**config.mk**
```make
export PLATFORM = sky130hd
export DESIGN_NAME = lcg64_permuted_rng_bounded
export DESIGN_NICKNAME = d
export VERILOG_FILES = /design/src/sv/lcg64_pkg.sv /design/src/sv/lcg64_permuted_rng_bounded.sv /design/src/sv/lcg64_div.sv /design/src/sv/lcg64_dp.sv /design/src/sv/lcg64_ctrl.sv
export SDC_FILE = /design/constraint.sdc
export NUM_CORES = 2
export LEC_CHECK = 0
export BUFFER_PORTS_ARGS = -buffer_cell sky130_fd_sc_hd__buf_2
export CAP_MARGIN = 20
export CELL_PAD_IN_SITES_DETAIL_PLACEMENT = 0
export CELL_PAD_IN_SITES_GLOBAL_PLACEMENT = 1
export CORE_ASPECT_RATIO = 0.6
export CORE_MARGIN = 8
export CORE_UTILIZATION = 55
export CTS_CLUSTER_DIAMETER = 50
export CTS_CLUSTER_SIZE = 40
export DETAILED_ROUTE_END_ITERATION = 12
export GPL_TIMING_DRIVEN = 0
export PLACE_DENSITY = 0.95
export RECOVER_POWER = 100
export SLEW_MARGIN = 20
export SYNTH_ARGS = -nofsm -noshare
export SYNTH_HDL_FRONTEND = slang
export SYNTH_HIERARCHICAL = 1
export SYNTH_SLANG_ARGS = --single-unit
```
**constraint.sdc**
```tcl
create_clock -name clk -period 24.9 [get_ports clk]
set_input_delay 2.49 -clock clk [delete_from_list [all_inputs] [get_ports clk]]
set_output_delay 2.49 -clock clk [all_outputs]
set_load 0.02 [all_outputs]
```
**src/sv/lcg64_pkg.sv**
```systemverilog
// shared types, constants and command structs for the permuted lcg generator
`default_nettype none
package lcg64_pkg;

	localparam logic [63:0] MULT_LCG    = 64'h5851_F42D_4C95_7F2D;
	localparam logic [63:0] MULT_OUT    = 64'hAEF1_7502_108E_F2D9;
	localparam logic [63:0] MIX_CONTENT = 64'h9E37_79B9_7F4A_7C15;
	localparam logic [63:0] MIX_SCHED   = 64'hD1B5_4A32_D192_ED03;

	// seed 0, content stream, advanced once: state equals the increment
	localparam logic [63:0] RESET_STATE = 64'h3C6E_F372_FE94_F82B;
	localparam logic [63:0] RESET_INC   = 64'h3C6E_F372_FE94_F82B;

	localparam int XSH_BITS = 29;
	localparam int ROT_LSB  = 59;

	localparam int BOUND_W  = 31;
	localparam int DIV_STEPS = 32;   // two quotient bits per step over 64 bits
	localparam int DRAW_LAST = 7;    // six products, one drain, one commit

	typedef enum logic [2:0] {
		ST_IDLE,
		ST_THR_GO,
		ST_THR,
		ST_DRAW,
		ST_TEST,
		ST_REM,
		ST_OUT
	} ctrl_state_t;

	typedef enum logic [1:0] {
		MODE_RAW,
		MODE_BND,
		MODE_SEED
	} mode_t;

	typedef enum logic [1:0] {
		RES_DRAW,
		RES_REM,
		RES_ZERO
	} res_sel_t;

	typedef enum logic {
		DIV_THR,
		DIV_DRAW
	} div_src_t;

	typedef enum logic [2:0] {
		P_LCG_LL,
		P_LCG_LH,
		P_LCG_HL,
		P_MIX_LL,
		P_MIX_LH,
		P_MIX_HL
	} prod_t;

	typedef struct packed {
		logic     take;
		logic     mul_issue;
		prod_t    mul_sel;
		logic     acc_clr;
		logic     draw_commit;
		logic     div_start;
		div_src_t div_src;
		logic     thr_load;
		logic     res_load;
		res_sel_t res_sel;
	} cmd_t;

	typedef struct packed {
		logic bound_zero;
		logic div_busy;
		logic div_done;
		logic below_thr;
	} sts_t;

endpackage
`default_nettype wire

```
**src/sv/lcg64_permuted_rng_bounded.sv**
```systemverilog
// top level of the permuted 64-bit lcg generator with bounded draws
// usage:
//   request channel s_axis: tuser is the action (0 raw draw, 1 bounded draw),
//   tdata carries the 31-bit bound; one item at a time is in work
//   result channel m_axis: tdata is the 64-bit value, tuser the bound-zero error
//   config port: cfg_we with cfg_addr 0 writes the seed, 1 the stream kind;
//   either write reseeds and runs one discarded draw (requests held off)
// operation:
//   one draw runs on a single shared 32x32 multiplier (six partial products,
//   one drain, one commit); a raw item returns that draw as its result
//   a bounded item runs the remainder unit twice (at two bits per cycle) around
//   the draw, and each rejected draw is followed by a fresh one
//   a zero bound returns value 0 with error set, state untouched
// reset: seed 0, content stream, state already advanced once; no sweep needed
// stall: the finished result sits in the output register; the block takes the
//   next item meanwhile and only waits at handoff if the register is still full
`default_nettype none
module lcg64_permuted_rng_bounded
	import lcg64_pkg::*;
(
	input  wire logic        clk,
	input  wire logic        arst_n,
	// request item
	input  wire logic        s_axis_tvalid,
	output logic             s_axis_tready,
	input  wire logic [31:0] s_axis_tdata,   // [30:0] bound, [31] zero pad
	input  wire logic        s_axis_tuser,   // [0] action
	// result item
	output logic             m_axis_tvalid,
	input  wire logic        m_axis_tready,
	output logic [63:0]      m_axis_tdata,   // [63:0] value
	output logic             m_axis_tuser,   // [0] error
	// configuration writes
	input  wire logic        cfg_we,
	input  wire logic        cfg_addr,
	input  wire logic [63:0] cfg_data
);

	cmd_t cmd;
	sts_t sts;

	// controller owns the sequencing and the result-valid flag
	lcg64_ctrl u_ctrl (
		.clk       (clk),
		.arst_n    (arst_n),
		.cfg_we    (cfg_we),
		.in_valid  (s_axis_tvalid),
		.in_action (s_axis_tuser),
		.in_ready  (s_axis_tready),
		.out_ready (m_axis_tready),
		.out_valid (m_axis_tvalid),
		.sts       (sts),
		.cmd       (cmd)
	);

	// datapath holds seed, state, increment, the multiplier and the divider
	lcg64_dp u_dp (
		.clk      (clk),
		.arst_n   (arst_n),
		.cfg_we   (cfg_we),
		.cfg_addr (cfg_addr),
		.cfg_data (cfg_data),
		.in_bound (s_axis_tdata[BOUND_W-1:0]),
		.cmd      (cmd),
		.sts      (sts),
		.value    (m_axis_tdata),
		.error    (m_axis_tuser)
	);

	// a pending result is never overwritten
	assert property (@(posedge clk) disable iff (!arst_n)
		cmd.res_load |-> (!m_axis_tvalid || m_axis_tready))
		else $error("result register overwritten while full");

	// one item in work at a time
	assert property (@(posedge clk) disable iff (!arst_n)
		(s_axis_tvalid && s_axis_tready) |=> !s_axis_tready)
		else $error("second item accepted while first in work");

	// a register write holds off requests while the reseed draw runs
	assert property (@(posedge clk) disable iff (!arst_n)
		cfg_we |=> !s_axis_tready)
		else $error("request taken during reseed");

	// the remainder unit is only started when free
	assert property (@(posedge clk) disable iff (!arst_n)
		cmd.div_start |-> !sts.div_busy)
		else $error("divider restarted while busy");

endmodule
`default_nettype wire

```
**src/sv/lcg64_div.sv**
```systemverilog
// radix-4 restoring remainder unit, 64-bit dividend by 31-bit divisor
`default_nettype none
module lcg64_div
	import lcg64_pkg::*;
(
	input  wire logic                 clk,
	input  wire logic                 arst_n,
	input  wire logic                 start,
	input  wire logic [63:0]          dividend,
	input  wire logic [BOUND_W-1:0]   divisor,
	output logic                      busy,
	output logic                      done,
	output logic [BOUND_W-1:0]        rem
);

	logic [63:0]        n_q;
	logic [BOUND_W-1:0] r_q;
	logic [BOUND_W-1:0] d_q;
	logic [4:0]         cnt_q;
	logic               busy_q;
	logic               done_q;

	logic [BOUND_W:0]   t1, r1, t2, r2;

	// two dependent compare-subtract steps per cycle
	always_comb begin
		t1 = {r_q, n_q[63]};
		r1 = (t1 >= {1'b0, d_q}) ? t1 - {1'b0, d_q} : t1;
		t2 = {r1[BOUND_W-1:0], n_q[62]};
		r2 = (t2 >= {1'b0, d_q}) ? t2 - {1'b0, d_q} : t2;
	end

	always_ff @(posedge clk or negedge arst_n) begin
		if (!arst_n) begin
			busy_q <= 1'b0;
			done_q <= 1'b0;
			cnt_q  <= '0;
		end else begin
			done_q <= 1'b0;
			if (start) begin
				busy_q <= 1'b1;
				cnt_q  <= '0;
			end else if (busy_q) begin
				cnt_q <= cnt_q + 5'd1;
				if (cnt_q == 5'(DIV_STEPS - 1)) begin
					busy_q <= 1'b0;
					done_q <= 1'b1;
				end
			end
		end
	end

	always_ff @(posedge clk) begin
		if (start) begin
			n_q <= dividend;
			r_q <= '0;
			d_q <= divisor;
		end else if (busy_q) begin
			n_q <= {n_q[61:0], 2'b00};
			r_q <= r2[BOUND_W-1:0];
		end
	end

	assign busy = busy_q;
	assign done = done_q;
	assign rem  = r_q;

endmodule
`default_nettype wire

```
**src/sv/lcg64_dp.sv**
```systemverilog
// datapath: seed registers, lcg state, shared multiplier, divider and result register
`default_nettype none
module lcg64_dp
	import lcg64_pkg::*;
(
	input  wire logic               clk,
	input  wire logic               arst_n,
	input  wire logic               cfg_we,
	input  wire logic               cfg_addr,
	input  wire logic [63:0]        cfg_data,
	input  wire logic [BOUND_W-1:0] in_bound,
	input  wire cmd_t               cmd,
	output sts_t                    sts,
	output logic [63:0]             value,
	output logic                    error
);

	logic [63:0]        seed_q;
	logic               kind_q;
	logic [63:0]        lcg_q;
	logic [63:0]        inc_q;
	logic [BOUND_W-1:0] bound_q;
	logic [63:0]        p_s1;
	prod_t              sel_s1;
	logic               vld_s1;
	logic [63:0]        acc_lcg_q;
	logic [63:0]        acc_mix_q;
	logic [63:0]        draw_q;
	logic [BOUND_W-1:0] thr_q;
	logic [63:0]        value_q;
	logic               error_q;

	logic [63:0]        seed_new;
	logic               kind_new;
	logic [63:0]        mix;
	logic [31:0]        op_a, op_b;
	logic [63:0]        prod;
	logic [127:0]       rot_wide;
	logic [63:0]        draw_new;
	logic [63:0]        div_num;
	logic               div_busy, div_done;
	logic [BOUND_W-1:0] div_rem;

	assign seed_new = cfg_addr ? seed_q : cfg_data;
	assign kind_new = cfg_addr ? cfg_data[0] : kind_q;

	assign mix = lcg_q ^ (lcg_q >> XSH_BITS);

	always_comb begin
		case (cmd.mul_sel)
			P_LCG_LL: begin op_a = lcg_q[31:0];  op_b = MULT_LCG[31:0];  end
			P_LCG_LH: begin op_a = lcg_q[31:0];  op_b = MULT_LCG[63:32]; end
			P_LCG_HL: begin op_a = lcg_q[63:32]; op_b = MULT_LCG[31:0];  end
			P_MIX_LL: begin op_a = mix[31:0];    op_b = MULT_OUT[31:0];  end
			P_MIX_LH: begin op_a = mix[31:0];    op_b = MULT_OUT[63:32]; end
			P_MIX_HL: begin op_a = mix[63:32];   op_b = MULT_OUT[31:0];  end
			default:  begin op_a = '0;           op_b = '0;              end
		endcase
	end

	assign prod = {32'd0, op_a} * {32'd0, op_b};

	// rotate right by the old state's top five bits
	assign rot_wide = {acc_mix_q, acc_mix_q} >> lcg_q[63:ROT_LSB];
	assign draw_new = rot_wide[63:0];

	always_ff @(posedge clk or negedge arst_n) begin
		if (!arst_n) begin
			seed_q <= '0;
			kind_q <= 1'b0;
			lcg_q  <= RESET_STATE;
			inc_q  <= RESET_INC;
			vld_s1 <= 1'b0;
		end else begin
			vld_s1 <= cmd.mul_issue;
			if (cfg_we) begin
				seed_q <= seed_new;
				kind_q <= kind_new;
				if (kind_new) begin
					lcg_q <= seed_new ^ MIX_SCHED;
					inc_q <= {seed_new[62:0], 1'b1};
				end else begin
					lcg_q <= seed_new;
					inc_q <= {seed_new[62:0] ^ MIX_CONTENT[62:0], 1'b1};
				end
			end else if (cmd.draw_commit) begin
				lcg_q <= acc_lcg_q + inc_q;
			end
		end
	end

	always_ff @(posedge clk) begin
		p_s1   <= prod;
		sel_s1 <= cmd.mul_sel;
		if (cmd.take) begin
			bound_q <= in_bound;
		end
		if (cmd.acc_clr) begin
			acc_lcg_q <= '0;
			acc_mix_q <= '0;
		end else if (vld_s1) begin
			case (sel_s1)
				P_LCG_LL: acc_lcg_q <= acc_lcg_q + p_s1;
				P_LCG_LH,
				P_LCG_HL: acc_lcg_q <= acc_lcg_q + {p_s1[31:0], 32'd0};
				P_MIX_LL: acc_mix_q <= acc_mix_q + p_s1;
				P_MIX_LH,
				P_MIX_HL: acc_mix_q <= acc_mix_q + {p_s1[31:0], 32'd0};
				default:  acc_lcg_q <= acc_lcg_q;
			endcase
		end
		if (cmd.draw_commit) begin
			draw_q <= draw_new;
		end
		if (cmd.thr_load) begin
			thr_q <= div_rem;
		end
		if (cmd.res_load) begin
			case (cmd.res_sel)
				RES_DRAW: begin value_q <= draw_q;                          error_q <= 1'b0; end
				RES_REM:  begin value_q <= {{(64-BOUND_W){1'b0}}, div_rem}; error_q <= 1'b0; end
				default:  begin value_q <= '0;                              error_q <= 1'b1; end
			endcase
		end
	end

	// 2^64 - bound
	assign div_num = 64'd0 - {{(64-BOUND_W){1'b0}}, bound_q};

	lcg64_div u_div (
		.clk      (clk),
		.arst_n   (arst_n),
		.start    (cmd.div_start),
		.dividend ((cmd.div_src == DIV_THR) ? div_num : draw_q),
		.divisor  (bound_q),
		.busy     (div_busy),
		.done     (div_done),
		.rem      (div_rem)
	);

	assign sts.bound_zero = (in_bound == '0);
	assign sts.div_busy   = div_busy;
	assign sts.div_done   = div_done;
	assign sts.below_thr  = (draw_q < {{(64-BOUND_W){1'b0}}, thr_q});

	assign value = value_q;
	assign error = error_q;

endmodule
`default_nettype wire

```
**src/sv/lcg64_ctrl.sv**
```systemverilog
// controller: sequences draws, divisions, rejection and result handoff
`default_nettype none
module lcg64_ctrl
	import lcg64_pkg::*;
(
	input  wire logic clk,
	input  wire logic arst_n,
	input  wire logic cfg_we,
	input  wire logic in_valid,
	input  wire logic in_action,
	output logic      in_ready,
	input  wire logic out_ready,
	output logic      out_valid,
	input  wire sts_t sts,
	output cmd_t      cmd
);

	ctrl_state_t state_q, state_d;
	logic [2:0]  cnt_q, cnt_d;
	mode_t       mode_q, mode_d;
	res_sel_t    sel_q, sel_d;
	logic        out_valid_q;

	always_ff @(posedge clk or negedge arst_n) begin
		if (!arst_n) begin
			state_q     <= ST_IDLE;
			cnt_q       <= '0;
			mode_q      <= MODE_RAW;
			sel_q       <= RES_DRAW;
			out_valid_q <= 1'b0;
		end else begin
			state_q <= state_d;
			cnt_q   <= cnt_d;
			mode_q  <= mode_d;
			sel_q   <= sel_d;
			if (cmd.res_load) begin
				out_valid_q <= 1'b1;
			end else if (out_ready) begin
				out_valid_q <= 1'b0;
			end
		end
	end

	assign in_ready  = (state_q == ST_IDLE) && !cfg_we;
	assign out_valid = out_valid_q;

	always_comb begin
		state_d = state_q;
		cnt_d   = cnt_q;
		mode_d  = mode_q;
		sel_d   = sel_q;
		cmd     = '0;
		case (state_q)
			ST_IDLE: begin
				if (in_valid && in_ready) begin
					cmd.take = 1'b1;
					if (!in_action) begin
						mode_d  = MODE_RAW;
						cnt_d   = '0;
						state_d = ST_DRAW;
					end else if (sts.bound_zero) begin
						sel_d   = RES_ZERO;
						state_d = ST_OUT;
					end else begin
						mode_d  = MODE_BND;
						state_d = ST_THR_GO;
					end
				end
			end
			ST_THR_GO: begin
				cmd.div_start = 1'b1;
				cmd.div_src   = DIV_THR;
				state_d       = ST_THR;
			end
			ST_THR: begin
				if (sts.div_done) begin
					cmd.thr_load = 1'b1;
					cnt_d        = '0;
					state_d      = ST_DRAW;
				end
			end
			ST_DRAW: begin
				cmd.mul_issue = (cnt_q < 3'(DRAW_LAST - 1));
				cmd.mul_sel   = prod_t'(cnt_q);
				cmd.acc_clr   = (cnt_q == '0);
				if (cnt_q == 3'(DRAW_LAST)) begin
					cmd.draw_commit = 1'b1;
					case (mode_q)
						MODE_RAW: begin
							sel_d   = RES_DRAW;
							state_d = ST_OUT;
						end
						MODE_BND: state_d = ST_TEST;
						default:  state_d = ST_IDLE;
					endcase
				end else begin
					cnt_d = cnt_q + 3'd1;
				end
			end
			ST_TEST: begin
				if (sts.below_thr) begin
					cnt_d   = '0;
					state_d = ST_DRAW;
				end else begin
					cmd.div_start = 1'b1;
					cmd.div_src   = DIV_DRAW;
					state_d       = ST_REM;
				end
			end
			ST_REM: begin
				if (sts.div_done) begin
					sel_d   = RES_REM;
					state_d = ST_OUT;
				end
			end
			ST_OUT: begin
				if (!out_valid_q || out_ready) begin
					cmd.res_load = 1'b1;
					cmd.res_sel  = sel_q;
					state_d      = ST_IDLE;
				end
			end
			default: state_d = ST_IDLE;
		endcase
		// a register write reseeds: restart with one discarded draw
		if (cfg_we) begin
			mode_d  = MODE_SEED;
			cnt_d   = '0;
			state_d = ST_DRAW;
		end
	end

endmodule
`default_nettype wire

```
==> flow_metrics.py <==
metrics = {
    "clock_tree": {
        "cts_resized": 0,
        "cts_max_path_buffers": 3,
        "cts_hold_buf": 0,
        "clk_pin_slew_worst_paths_ns": 0.06,
        "cts_setup_buffers": 0,
        "cts_max_level": 3,
        "cts_buffers": 74,
        "cts.sinks": 697,
        "cts_tree": "done",
        "clock_latency_ns": 0.77,
        "clockRootBuffer": "clkbuf_16",
    },
    "global_routing": {
        "grt_max_degree": 91,
        "antenna_found_initial": 21,
        "grt_pass1_wl_um": 495000,
        "gr-total-overflow": 0,
        "grt_use_total_pct": 43.6,
        "grt_pass1_vias": 67300,
    },
    "sta": {
        "slew_headroom_pct": -229,
        "max_freq_ghz": 0.0608,
        "skew_ns": 0.0933,
        "setup_ws_ns": 8.44,
        "slew_viol_final": 477,
        "finalSetupViolations": 0,
        "finalCritPeriodShare_pct": 66.1,
        "rsz0062_at_grt": "false",
        "hold_violations": 0,
        "post-route-min-period_ns": 16.46,
        "holdWs_ns": 0.480,
        "fin_setup_tns_ns": 0,
        "worst_pin_slew_ns": 4.93,
    },
    "floorplan": {
        "initial_utilization_pct": 55.3,
        "rows": 108,
        "die_h_um": 311,
        "pin_count": 170,
        "design.die.area_mm2": 0.158,
        "coreArea_mm2": 0.144,
        "die_x_um": 508,
    },
    "layout": {
        "drive_above_1_share_pct": 7.05,
        "area_delta_synth_final_pct": 7.95,
        "nFillCells": 12700,
        "final_util_pct": 59.7,
        "fin_nets": 10500,
    },
    "route": {
        "dr_total_vias": 70800,
        "wire_per_inst_um": 32.4,
        "drt-vias-per-instance": 6.49,
        "ant_nets": 0,
        "wirelength_um": 353000,
        "drt_iter0_markers": 10700,
        "drtPass1Iterations": 8,
        "drc": 0,
    },
    "min_path": {
        "hp-class": "reg -> reg",
    },
    "outcome": {
        "outcome": "finished, violations left",
        "violations": "capacitance limit, slew limit",
    },
    "setup_path": {
        "crit_path_top_delay_cell": "nor2_1",
        "cp-start-kind": "register",
        "path_class": "reg -> reg",
        "crit_path_max_incr_delay_ns": 1.30,
        "crit_path_max_fanout": 10,
        "cp_data_required_time_ns": 25.44,
        "cp-end-kind": "register",
        "cp_data_arrival_time_ns": 16.99,
        "timing.critical_path.mode_cell": "fa_1",
    },
    "synthesis": {
        "synthesis.nets": 10200,
        "syn-cell-area_mm2": 0.0798,
        "ys_warn_count": 6,
        "syn_avg_cell_area_um2": 9.26,
        "synth_cells": 8618,
    },
    "placement": {
        "pre_cts_ws_ns": 10.34,
        "portBuffers": 168,
        "hpwl_um": 300000,
        "gp_congestion": 1.09,
    },
    "job": {
        "drv_cap": 18,
    },
}
-- final timing paths --
| path | from | end | slack [ns] | cells past startpoint |
|---|---|---|---|---|
| max | u_ctrl/state_q[0] | u_dp/p_s1[63] | 8.44 | 42 |
| min | u_dp/inc_q[47] | u_dp/inc_q[47] | 0.48 | 2 |
| max reg2reg | u_ctrl/state_q[0] | u_dp/p_s1[63] | 8.44 | 42 |
| min reg2reg | u_dp/inc_q[47] | u_dp/inc_q[47] | 0.48 | 2 |
| max in group asynchronous | arst_n | u_dp/u_div/cnt_q[0] | 14.51 | 3 |
| min in group asynchronous | arst_n | u_dp/seed_q[44] | 2.23 | 1 |
-- registers in the layout, summed over array words and instances, names as in the netlist, 3 cells and up --
signal	count
u_dp/thr_q	31
u_dp/acc_mix_q	64
u_ctrl/state_q	3
u_dp/u_div/n_q	64
u_dp/draw_q	64
u_dp/p_s1	64
u_dp/sel_s1	3
u_dp/lcg_q	64
u_dp/acc_lcg_q	64
u_dp/u_div/d_q	31
u_dp/seed_q	64
u_dp/u_div/rem	31
u_ctrl/cnt_q	3
u_dp/inc_q	37
u_dp/u_div/cnt_q	5
u_dp/value	64
u_dp/bound_q	31
-- stage by stage --
stage               cells  cell area, um^2
floorplan            8618            79800
global placement    10700            83100
detailed placement  10800            83900
CTS                 10900            86700
global route        10900            86200
finish              10900            86200
-- cell usage in the layout (no fill, tap or decap), types with 30 or more instances in the layout --
| cell | instances |
|---|---|
| ha_1 | 666 |
| inv_1 | 1294 |
| nor4_1 | 34 |
| a211oi_1 | 113 |
| nand3_1 | 81 |
| mux2_2 | 166 |
| dfxtp_1 | 223 |
| nand2b_1 | 45 |
| xor2_1 | 152 |
| dfrtp_1 | 110 |
| o211ai_1 | 33 |
| edfxtp_1 | 286 |
| a21oi_1 | 583 |
| o21a_1 | 68 |
| and2_0 | 37 |
| o21ai_0 | 385 |
| nor3_1 | 101 |
| dfstp_2 | 75 |
| fa_1 | 839 |
| xnor2_1 | 269 |
| nor3b_1 | 39 |
| buf_2 | 84 |
| o21bai_1 | 68 |
| mux2i_1 | 247 |
| a31oi_1 | 54 |
| and3_1 | 40 |
| a21o_1 | 271 |
| nand4_1 | 86 |
| clkbuf_1 | 447 |
| mux4_2 | 64 |
| a22oi_1 | 30 |
| clkbuf_16 | 76 |
| nand2_1 | 668 |
| nor2_1 | 648 |
| nor2b_1 | 73 |
-- metal layers --
layer  vias to the layer above  track usage [%]  wire, um
met1                     34900             63.6    148000
met5                         -             2.87       628
li1                      29800                -         -
met4                        36             10.6     10300
met2                      5411             50.0    119000
met3                       595             30.4     75400
-- critical path: cells and delay by family, from the launching register on --
family | cells | cell delay [ns]
adder cells (fa/ha/maj) | 9 | 4.52
AND/OR/NAND/NOR | 9 | 3.38
buffers and inverters | 14 | 4.19
AO/OA/AOI/OAI | 10 | 3.79
flip-flops | 1 | 0.38
-- area by class of cell --
type | count | area, um^2 | share of cell area (%)
antenna | 10 | 25.0 | 0.0290
buffer | 378 | 1480 | 1.72
inverter | 1306 | 4900 | 5.69
multi-input combinational | 6237 | 55700 | 64.6
timing repair buffer | 215 | 1080 | 1.25
clock inverter | 55 | 836 | 0.970
clock buffer | 81 | 1940 | 2.25
tap | 1925 | 2410 | 2.79
sequential | 697 | 17800 | 20.7
Power is not shown: default switching activity piles up to over one toggle a cycle in this logic, so the estimate is an artifact.
